## src/rtl/ppu_pkg.sv

```systemverilog
`timescale 1ns / 1ps
// ---------------------------------------------------------------------------
// ppu_pkg
// Shared types, constants and color helpers for the palette pixel unpacker.
// ---------------------------------------------------------------------------
package ppu_pkg;

	localparam int PAL_DEPTH = 256;
	localparam int PAL_AW    = $clog2(PAL_DEPTH);
	localparam int LANES     = 4;

	localparam logic       CMD_PAL_WRITE = 1'b0;
	localparam logic       CMD_PIXELS    = 1'b1;

	localparam logic [2:0] DEPTH_OFF  = 3'd0;
	localparam logic [2:0] DEPTH_2BPP = 3'd1;
	localparam logic [2:0] DEPTH_4BPP = 3'd2;
	localparam logic [2:0] DEPTH_8BPP = 3'd3;

	typedef struct packed {
		logic        cmd;
		logic [7:0]  palette_index;
		logic [15:0] data_word;
	} in_item_t;

	typedef struct packed {
		logic [23:0] pixel_rgb;
		logic        last;
	} out_item_t;

	typedef struct packed {
		logic              en;
		logic [PAL_AW-1:0] addr;
		logic [15:0]       data;
	} pal_wr_t;

	function automatic logic in_palette(input logic [7:0] idx);
		return {1'b0, idx} < 9'(PAL_DEPTH);
	endfunction

	function automatic logic [23:0] rgb444_expand(input logic [15:0] v);
		return {v[11:8], 4'h0, v[7:4], 4'h0, v[3:0], 4'h0};
	endfunction

	function automatic logic [23:0] rgb565_expand(input logic [15:0] v);
		return {v[15:11], 3'h0, v[10:5], 2'h0, v[4:0], 3'h0};
	endfunction

	// palette index for one lane, low bits of the byte first
	function automatic logic [7:0] lane_index(input logic [2:0] code, input logic [7:0] pbyte,
	                                          input logic [1:0] lane);
		logic [7:0] sh2;
		logic [7:0] sh4;
		sh2 = pbyte >> {lane, 1'b0};
		sh4 = pbyte >> {lane, 2'b00};
		unique case (code)
			DEPTH_2BPP: return {6'b0, sh2[1:0]};
			DEPTH_4BPP: return {4'b0, sh4[3:0]};
			default:    return pbyte;
		endcase
	endfunction

	// pixels produced by one pixel-data item
	function automatic logic [2:0] pixel_count(input logic [2:0] code);
		unique case (code)
			DEPTH_OFF:  return 3'd0;
			DEPTH_2BPP: return 3'd4;
			DEPTH_4BPP: return 3'd2;
			default:    return 3'd1;
		endcase
	endfunction

endpackage

```

## src/rtl/ppu_merge.sv

```systemverilog
`timescale 1ns / 1ps
// ---------------------------------------------------------------------------
// ppu_merge
// Collects the lane pixels of one item and sends them out one per cycle
// while out_ready is high, flagging the final one.
// ---------------------------------------------------------------------------
module ppu_merge (
	input  logic                                clk,
	input  logic                                arst_n,
	input  logic                                load,
	input  logic [ppu_pkg::LANES-1:0][23:0]     pix_in,
	input  logic [2:0]                          count_in,
	output logic                                can_load,
	output logic                                out_valid,
	input  logic                                out_ready,
	output ppu_pkg::out_item_t                  out_data
);

	logic [ppu_pkg::LANES-1:0][23:0] pix_q;
	logic [2:0]                      count_q;
	logic [1:0]                      idx_q;
	logic                            valid_q;
	logic                            is_last;

	assign is_last   = ({1'b0, idx_q} + 3'd1) == count_q;
	assign can_load  = !valid_q || (out_ready && is_last);
	assign out_valid = valid_q;
	assign out_data  = '{pixel_rgb: pix_q[idx_q], last: is_last};

	always_ff @(posedge clk or negedge arst_n) begin
		if (!arst_n) begin
			valid_q <= 1'b0;
			idx_q   <= '0;
			count_q <= '0;
		end else if (can_load) begin
			valid_q <= load;
			idx_q   <= '0;
			count_q <= count_in;
		end else if (out_ready) begin
			idx_q <= idx_q + 2'd1;
		end
	end

	always_ff @(posedge clk) begin
		if (can_load && load) begin
			pix_q <= pix_in;
		end
	end

endmodule

```

## config.mk

```make
export PLATFORM = sky130hd
export DESIGN_NAME = ppu_merge
export DESIGN_NICKNAME = d
export VERILOG_FILES = /design/src/rtl/ppu_pkg.sv /design/src/rtl/ppu_merge.sv
export SDC_FILE = /design/constraint.sdc
export NUM_CORES = 1
export LEC_CHECK = 0
export BUFFER_PORTS_ARGS = -buffer_cell sky130_fd_sc_hd__buf_2
export CORE_MARGIN = 4
export CORE_UTILIZATION = 50
export DETAILED_ROUTE_END_ITERATION = 10
export GPL_ROUTABILITY_DRIVEN = 0
export PLACE_DENSITY = 0.84
export SYNTH_ARGS = -nofsm -noshare
export SYNTH_HDL_FRONTEND = slang
export SYNTH_SLANG_ARGS = --single-unit
```

## constraint.sdc

```tcl
create_clock -name clk -period 5.2 [get_ports clk]
set_input_delay 0.52 -clock clk [delete_from_list [all_inputs] [get_ports clk]]
set_output_delay 0.52 -clock clk [all_outputs]
set_load 0.005 [all_outputs]
```

==> summary.md, run 1 <==
## Floorplan
- die height: 95.48 µm
- Die Area: 0.009115 mm²
- width of the die: 95.48 µm
- IO Pins: 130
- Core Area: 0.007331 mm²
- Initial Util: 52.19%
- number of rows in the core area: 31

## Global route
- maximum number of pins on one net before global-route repair: 97
- final global-route overflow total: 0
- number of antenna violations at the first check in global routing: 0
- wire length of the first global-routing pass: 10.47 mm
- overall global routing resource usage: 16.02%
- number of global-route vias before repair: 2185

## Timing
- highest achievable clock rate: 0.3499 GHz
- minimum clock period after layout: 2858 ps
- final sum of negative setup slack: 0 ps
- Finish-stage setup viols: 0
- Max Slew Vio Count: 0
- part of the cycle the worst path needs: 54.96%
- transition at the pin with the smallest max-transition slack: 1211 ps
- setup repair after global routing missed its margin: false
- normalized max-slew margin: 19.25%
- final number of hold-violating endpoints: 0
- Setup Skew: 9.169 ps
- Fin Hold WS: 331.3 ps

## Critical path
- cells on worst reg2reg path: 4
- required time at the endpoint of the critical path: 5160 ps
- Critical R2R Capture: pix_q[58]$_DFFE_PP_
- critical path type: flop to flop
- kind of start point of the critical path: flop
- kind of capture point of the worst setup path: flop
- start of the worst register-to-register path: idx_q[0]$_DFFE_PN0P_
- FF-to-FF setup slack: 2340 ps
- highest fanout seen on the critical path: 96
- CP Capture Point: pix_q[58]$_DFFE_PP_
- launch point of the critical path: idx_q[0]$_DFFE_PN0P_
- Crit path arrival time: 2820 ps

## Logic synthesis
- proportion of register bits with asynchronous set or reset after synthesis: 5.882%
- cell types occupying the most area after synthesis: edfxtp_1, mux4_2, dfrtp_1
- most common cell in the synthesized netlist: edfxtp_1
- ys flop type: edfxtp_1
- synthesized instance count: 157
- post-synthesis cell area: 0.003826 mm²
- register bit total from synthesis: 102
- number of nets produced by synthesis: 261
- Avg Inst Size Synth: 24.37 µm²
- Yosys top cell area share: 75.34%
- number of enable flip-flop cells after synthesis: 96
- cell taking the most area after synthesis: edfxtp_1
- count of yosys warnings during synthesis: 0
- count of different cell masters after synthesis: 24
- top cell types by occurrence after synthesis: edfxtp_1, mux4_2, dfrtp_1
- sequential area share after synthesis: 79.27%

## Drt
- detailed-route wire length: 7.118 mm
- routed len/inst: 17.97 µm
- Remaining DRCs: 0
- drt first pass iters: 3
- initial drt markers: 69
- total number of vias: 1994
- post-route ant nets: 0
- Vias/cell: 5.035

## Outcome
- run status: complete, no violations

## Power and ir drop
- highest ir drop seen on vdd: 0.2805 mV
- leakage component of the power: 1.796 nW
- Cell Pwr Density: 444.6 mW/mm²

## Layout
- share of layout cells above drive strength 1: 56.90%
- area delta synth->final: 24.33%
- number of inserted diodes: 0
- fin nets: 396

## CTS
- clock tree from TritonCTS: built
- Post-CTS Resized: 0
- CTS Buf Count: 9
- CTS root buffer: clkbuf_8
- clock input transition at the sequential cells of the worst setup and hold paths: 100 ps
- number of sinks on the clock net: 102
- maximum clock insertion buffer count: 2
- CTS H-tree depth: 3
- Worst-Skew Late Latency: 350 ps

## Placed design
- count of input and output buffers: 129
- HPWL Detailed: 5.072 mm

## Worst hold path
- class of the tightest hold or removal check: input port to flop
- startpoint of the most critical hold path: pix_in[23]

## Flow run
- max-cap viol count: 0

## cell type report
| type | count | area, µm² |
|---|---|---|
| flip-flops and latches | 102 | 3034 |
| fillers | 544 | 2574 |
| multi-input cells | 46 | 747.0 |
| repair buffers | 132 | 670.6 |
| clock buffers | 12 | 145.1 |
| well taps | 99 | 123.9 |
| clock inverters | 4 | 32.53 |
| inverters | 1 | 3.754 |
## cell usage in the layout (no fill, tap or decap), drive strengths merged
| cell type | count |
|---|---|
| mux4 | 24 |
| o41ai | 1 |
| mux2 | 2 |
| and2 | 1 |
| nor4 | 1 |
| o21ai | 3 |
| buf | 131 |
| nand3 | 3 |
| nand3b | 2 |
| nand2 | 1 |
| ha | 1 |
| clkinvlp | 2 |
| mux2i | 1 |
| dfrtp | 6 |
| xor2 | 2 |
| xnor2 | 1 |
| edfxtp | 96 |
| dlygate4sd3 | 1 |
| inv | 3 |
| nor3 | 1 |
| nand2b | 1 |
| o32a | 1 |
| clkbuf | 12 |
## worst max-delay path: stages, from the launching register on
cell and delay [ps]:
dfrtp_2 420, ha_1 320, xor2_1 230, o41ai_4 440, and2_4 970
## power breakdown
group	internal (W)	switching [W]	total, W	leakage (nW)
combinational	0.000320	0.000304	0.000624	0.783
clock	0.000191	0.000255	0.000446	0.0836
sequential	0.00101	0.0000313	0.00105	0.930
## timing repair
action	4_1_cts	5_1_grt
buffers inserted	0	0
endpoints found under the hold margin	6	0
hold buffers	1	0
## state kept, by name, summed over array words and instances, names as in the netlist
signal     count
pix_q         96
count_q        3
idx_q          2
out_valid      1
## worst min-delay path by stage
stage / depth (start not counted) / slack (ps) / to
6_report: 1 / 330 / pix_q[23]$_DFFE_PP_
5_1_grt: 1 / 310 / pix_q[23]$_DFFE_PP_
4_1_cts: 1 / 320 / pix_q[23]$_DFFE_PP_
3_5_place_dp: 1 / 350 / count_q[0]$_DFFE_PN0P_
3_3_place_gp: 1 / 350 / count_q[0]$_DFFE_PN0P_
2_1_floorplan: 0 / 220 / count_q[0]$_DFFE_PN0P_
## metal layers
layer / track usage [%] / share of wire, %
met4: 6.398 / 1.2
met1: 18.80 / 38
met5: 0 / 0
met3: 4.736 / 8.2
met2: 27.70 / 52
## cells by family after synthesis
logic type,Yosys count,share of synthesized area (%)
simple gates,10,1.504
fa+ha+maj,1,0.3270
mux,27,15.37
buf+inv,9,1.275
flops,102,79.27
xor+xnor,3,0.8831
compound gates,5,1.373
## per-stage QoR
stage          worst slack (ps)  instance area [µm²]  std cells  total power, W  utilization, %
6_report                   2342                 4757        396        0.002115           64.89
5_1_grt                    2091                 4757        396        0.002234           64.89
4_1_cts                    2313                 4757        396        0.002144           64.89
3_5_place_dp               2333                 4569        379        0.001703           62.33
3_3_place_gp               2453                 4569        379        0.001676           62.33
2_1_floorplan              1124                 3826        157        0.001483               -
Power figures use the tool's default switching activity.
==> run 2: changes to the inputs <==
CORE_UTILIZATION = 45   (was 50)
PLACE_DENSITY = 0.8   (was 0.84)
clock period = 2.6 ns   (was 5.2 ns; I/O delays follow)
==> run 2 against run 1 <==
Compared with the run above:
- utilization down 6.9 points
- sequential share of layout area down 0.45 points
- non-clock buffer count up 2
- final cell count rose by 1.8%
- via count grew 0.95%
- sequential power is 98% higher
- setup slack lost 2100 ps
- clock power increased by 91%
- first-iteration DRC count is 16% lower
- sequential cell count unchanged
- combinational power increased by 100%
- register-to-register slack got worse by 2100 ps
- critical endpoint is now pix_q[94]$_DFFE_PP_
- highest routed layer unchanged
==> summary.md, run 2 (same netlist as run 1, synthesis figures left out) <==
## Drt
- initial drt markers: 58, -16%
- total number of vias: 2013, +0.95%
- drt first pass iters: 6, +3
- detailed-route wire length: 7.190 mm, +1.0%
- post-route ant nets: 0, unchanged
- Vias/cell: 4.995, -0.80%
- Remaining DRCs: 0, unchanged
- routed len/inst: 17.84 µm, -0.74%

## Layout
- max FFs per register: 96, unchanged
- share of layout cells above drive strength 1: 57.05%, +0.14 points
- area delta synth->final: 25.21%
- most frequent cells in the layout: buf_2, edfxtp_1, mux4_2
- most common cell after layout, fill and taps aside: buf_2
- largest reg by FF count: pix_q
- flip-flop and latch area: 0.003034 mm², unchanged
- Filler Cell Count: 637, +17%
- footprint of the multi-input gates: 747.0 µm², unchanged
- Top Registers: pix_q: 96 flops, count_q: 3 flops, idx_q: 2 flops
- fin nets: 398, +0.51%
- number of inserted diodes: 0, unchanged

## Power and ir drop
- highest ir drop seen on vdd: 0.4052 mV, +44%
- part of the total power dissipated in the clock network: 20.3%, -0.8 points
- leakage component of the power: 1.805 nW, +0.51%
- net switching power of the design: 0.001178 W, +100%
- Switching Share: 28.01%, +0.12 points
- Int Pwr: 0.003027 W, +98%
- relative contribution of combinational cells to total power: 30.3%, +0.8 points
- fraction of power consumed by sequential logic: 49.5%, about the same
- Cell Pwr Density: 877.7 mW/mm², +97%
- overall power consumption: 0.004205 W, +99%

## Timing
- part of the cycle the worst path needs: 89.99%, +35 points
- final sum of negative setup slack: 0 ps, unchanged
- highest achievable clock rate: 0.4274 GHz, +22%
- Finish-stage setup viols: 0, unchanged
- minimum clock period after layout: 2340 ps, -518.0 ps
- normalized max-slew margin: 64.84%, +46 points
- Setup Skew: 8.206 ps, -0.9627 ps
- setup repair after global routing missed its margin: false
- transition at the pin with the smallest max-transition slack: 527.4 ps, -683.8 ps
- final number of hold-violating endpoints: 0, unchanged
- Max Slew Vio Count: 0, unchanged

## Floorplan
- number of rows in the core area: 33, +6.5%
- Die Area: 0.01004 mm², +10%
- IO Pins: 130, unchanged
- Initial Util: 46.33%, -5.9 points
- Core Area: 0.008258 mm², +13%
- width of the die: 100.2 µm, +5.0%
- die height: 100.2 µm, +5.0%

## Global route
- wire length of the first global-routing pass: 11.16 mm, +6.7%
- final global-route overflow total: 0, unchanged
- maximum number of pins on one net before global-route repair: 55, -43%
- overall global routing resource usage: 15.05%, -0.97 points
- number of global-route vias before repair: 2177, -0.37%
- number of antenna violations at the first check in global routing: 0, unchanged

## CTS
- post-CTS setup repair buffer count: 0, unchanged
- Worst-Skew Late Latency: 340 ps, about the same
- CTS root buffer: clkbuf_8
- CTS H-tree depth: 3, unchanged
- CTS Buf Count: 9, unchanged
- clock input transition at the sequential cells of the worst setup and hold paths: 90 ps, about the same
- clock tree from TritonCTS: built
- number of sinks on the clock net: 102, unchanged
- maximum clock insertion buffer count: 2, unchanged

## Critical path
- launch point of the critical path: idx_q[0]$_DFFE_PN0P_
- kind of start point of the critical path: flop
- Crit path arrival time: 2360 ps, -460 ps
- critical path type: flop to flop
- highest fanout seen on the critical path: 54, -44%
- kind of capture point of the worst setup path: flop
- cells on worst reg2reg path: 5, +1
- start of the worst register-to-register path: idx_q[0]$_DFFE_PN0P_
- required time at the endpoint of the critical path: 2620 ps, -2540 ps

## Placed design
- HPWL Detailed: 5.202 mm, +2.6%
- count of input and output buffers: 129, unchanged

## Worst hold path
- class of the tightest hold or removal check: input port to flop
- cell count of the worst hold path: 1, unchanged
- startpoint of the most critical hold path: pix_in[25]

## Flow run
- max-cap viol count: 0, unchanged

## Outcome
- run status: complete, no violations

-- run 2: cell types whose count changed in the layout (fill, tap and decap cells not counted), sizes merged --
| cell | delta |
|---|---|
| clkbuf | -2 |
| buf | +2 |
| inv | -1 |
| clkinv | +2 |
-- run 2: worst paths after layout --
kind                                               end  slack, ps
worst max-delay path               pix_q[94]$_DFFE_PP_        260
worst min-delay path               pix_q[25]$_DFFE_PP_         80
worst max register to register     pix_q[94]$_DFFE_PP_        260
worst min register to register  count_q[1]$_DFFE_PN0P_        520
max in group asynchronous         idx_q[0]$_DFFE_PN0P_       2180
min in group asynchronous       count_q[2]$_DFFE_PN0P_        260
-- run 2: worst max-delay path, stage by stage (launching register included) --
cell and delay, ps:
dfrtp_2 410, ha_1 320, xor2_1 230, o41ai_4 430, and2_4 310, buf_12 280
-- run 2: metal layers --
metal  global-route usage, %  wire [µm]
met1                   18.42       2666
met2                   26.20       3945
met3                   4.378        512
met4                   4.041         66
met5                       0          0
-- run 2: layout make-up --
cell class                 instances  area share, %
sequential                       102          63.33
multi-input combinational         46          15.59
timing repair buffer             134          14.83
clock inverter                     5         0.7574
inverter                           1        0.07835
tap                              105          2.742
clock buffer                      10          2.664
-- run 2: through the flow --
| step | hold WS [ps] | worst slack [ps] | std cells | util (%) | instance area, µm² |
|---|---|---|---|---|---|
| floorplan | -35.59 | 66.03 | 157 | - | 3829 |
| global placement | 90.99 | 310.4 | 387 | 55.91 | 4617 |
| detailed placement | 93.54 | 240.4 | 387 | 55.91 | 4617 |
| CTS | 61.58 | 234.2 | 403 | 58.02 | 4791 |
| global route | 47.08 | 108.2 | 403 | 58.02 | 4791 |
| finish | 82.81 | 260.2 | 403 | 58.02 | 4791 |
-- run 2: repair_timing --
action	4_1_cts	5_1_grt
resized for setup	0	0
hold endpoints to repair	6	0
hold buffers	1	0
-- run 2: power by group through the flow --
stage,clock [W],sequential (W),combinational [W]
final,0.000852,0.00208,0.00127
after global routing,0.000956,0.00210,0.00139
after CTS,0.000873,0.00208,0.00131
after detailed placement,0,0.00212,0.00131
after global placement,0,0.00211,0.00128
after floorplan,0,0.00210,0.000854
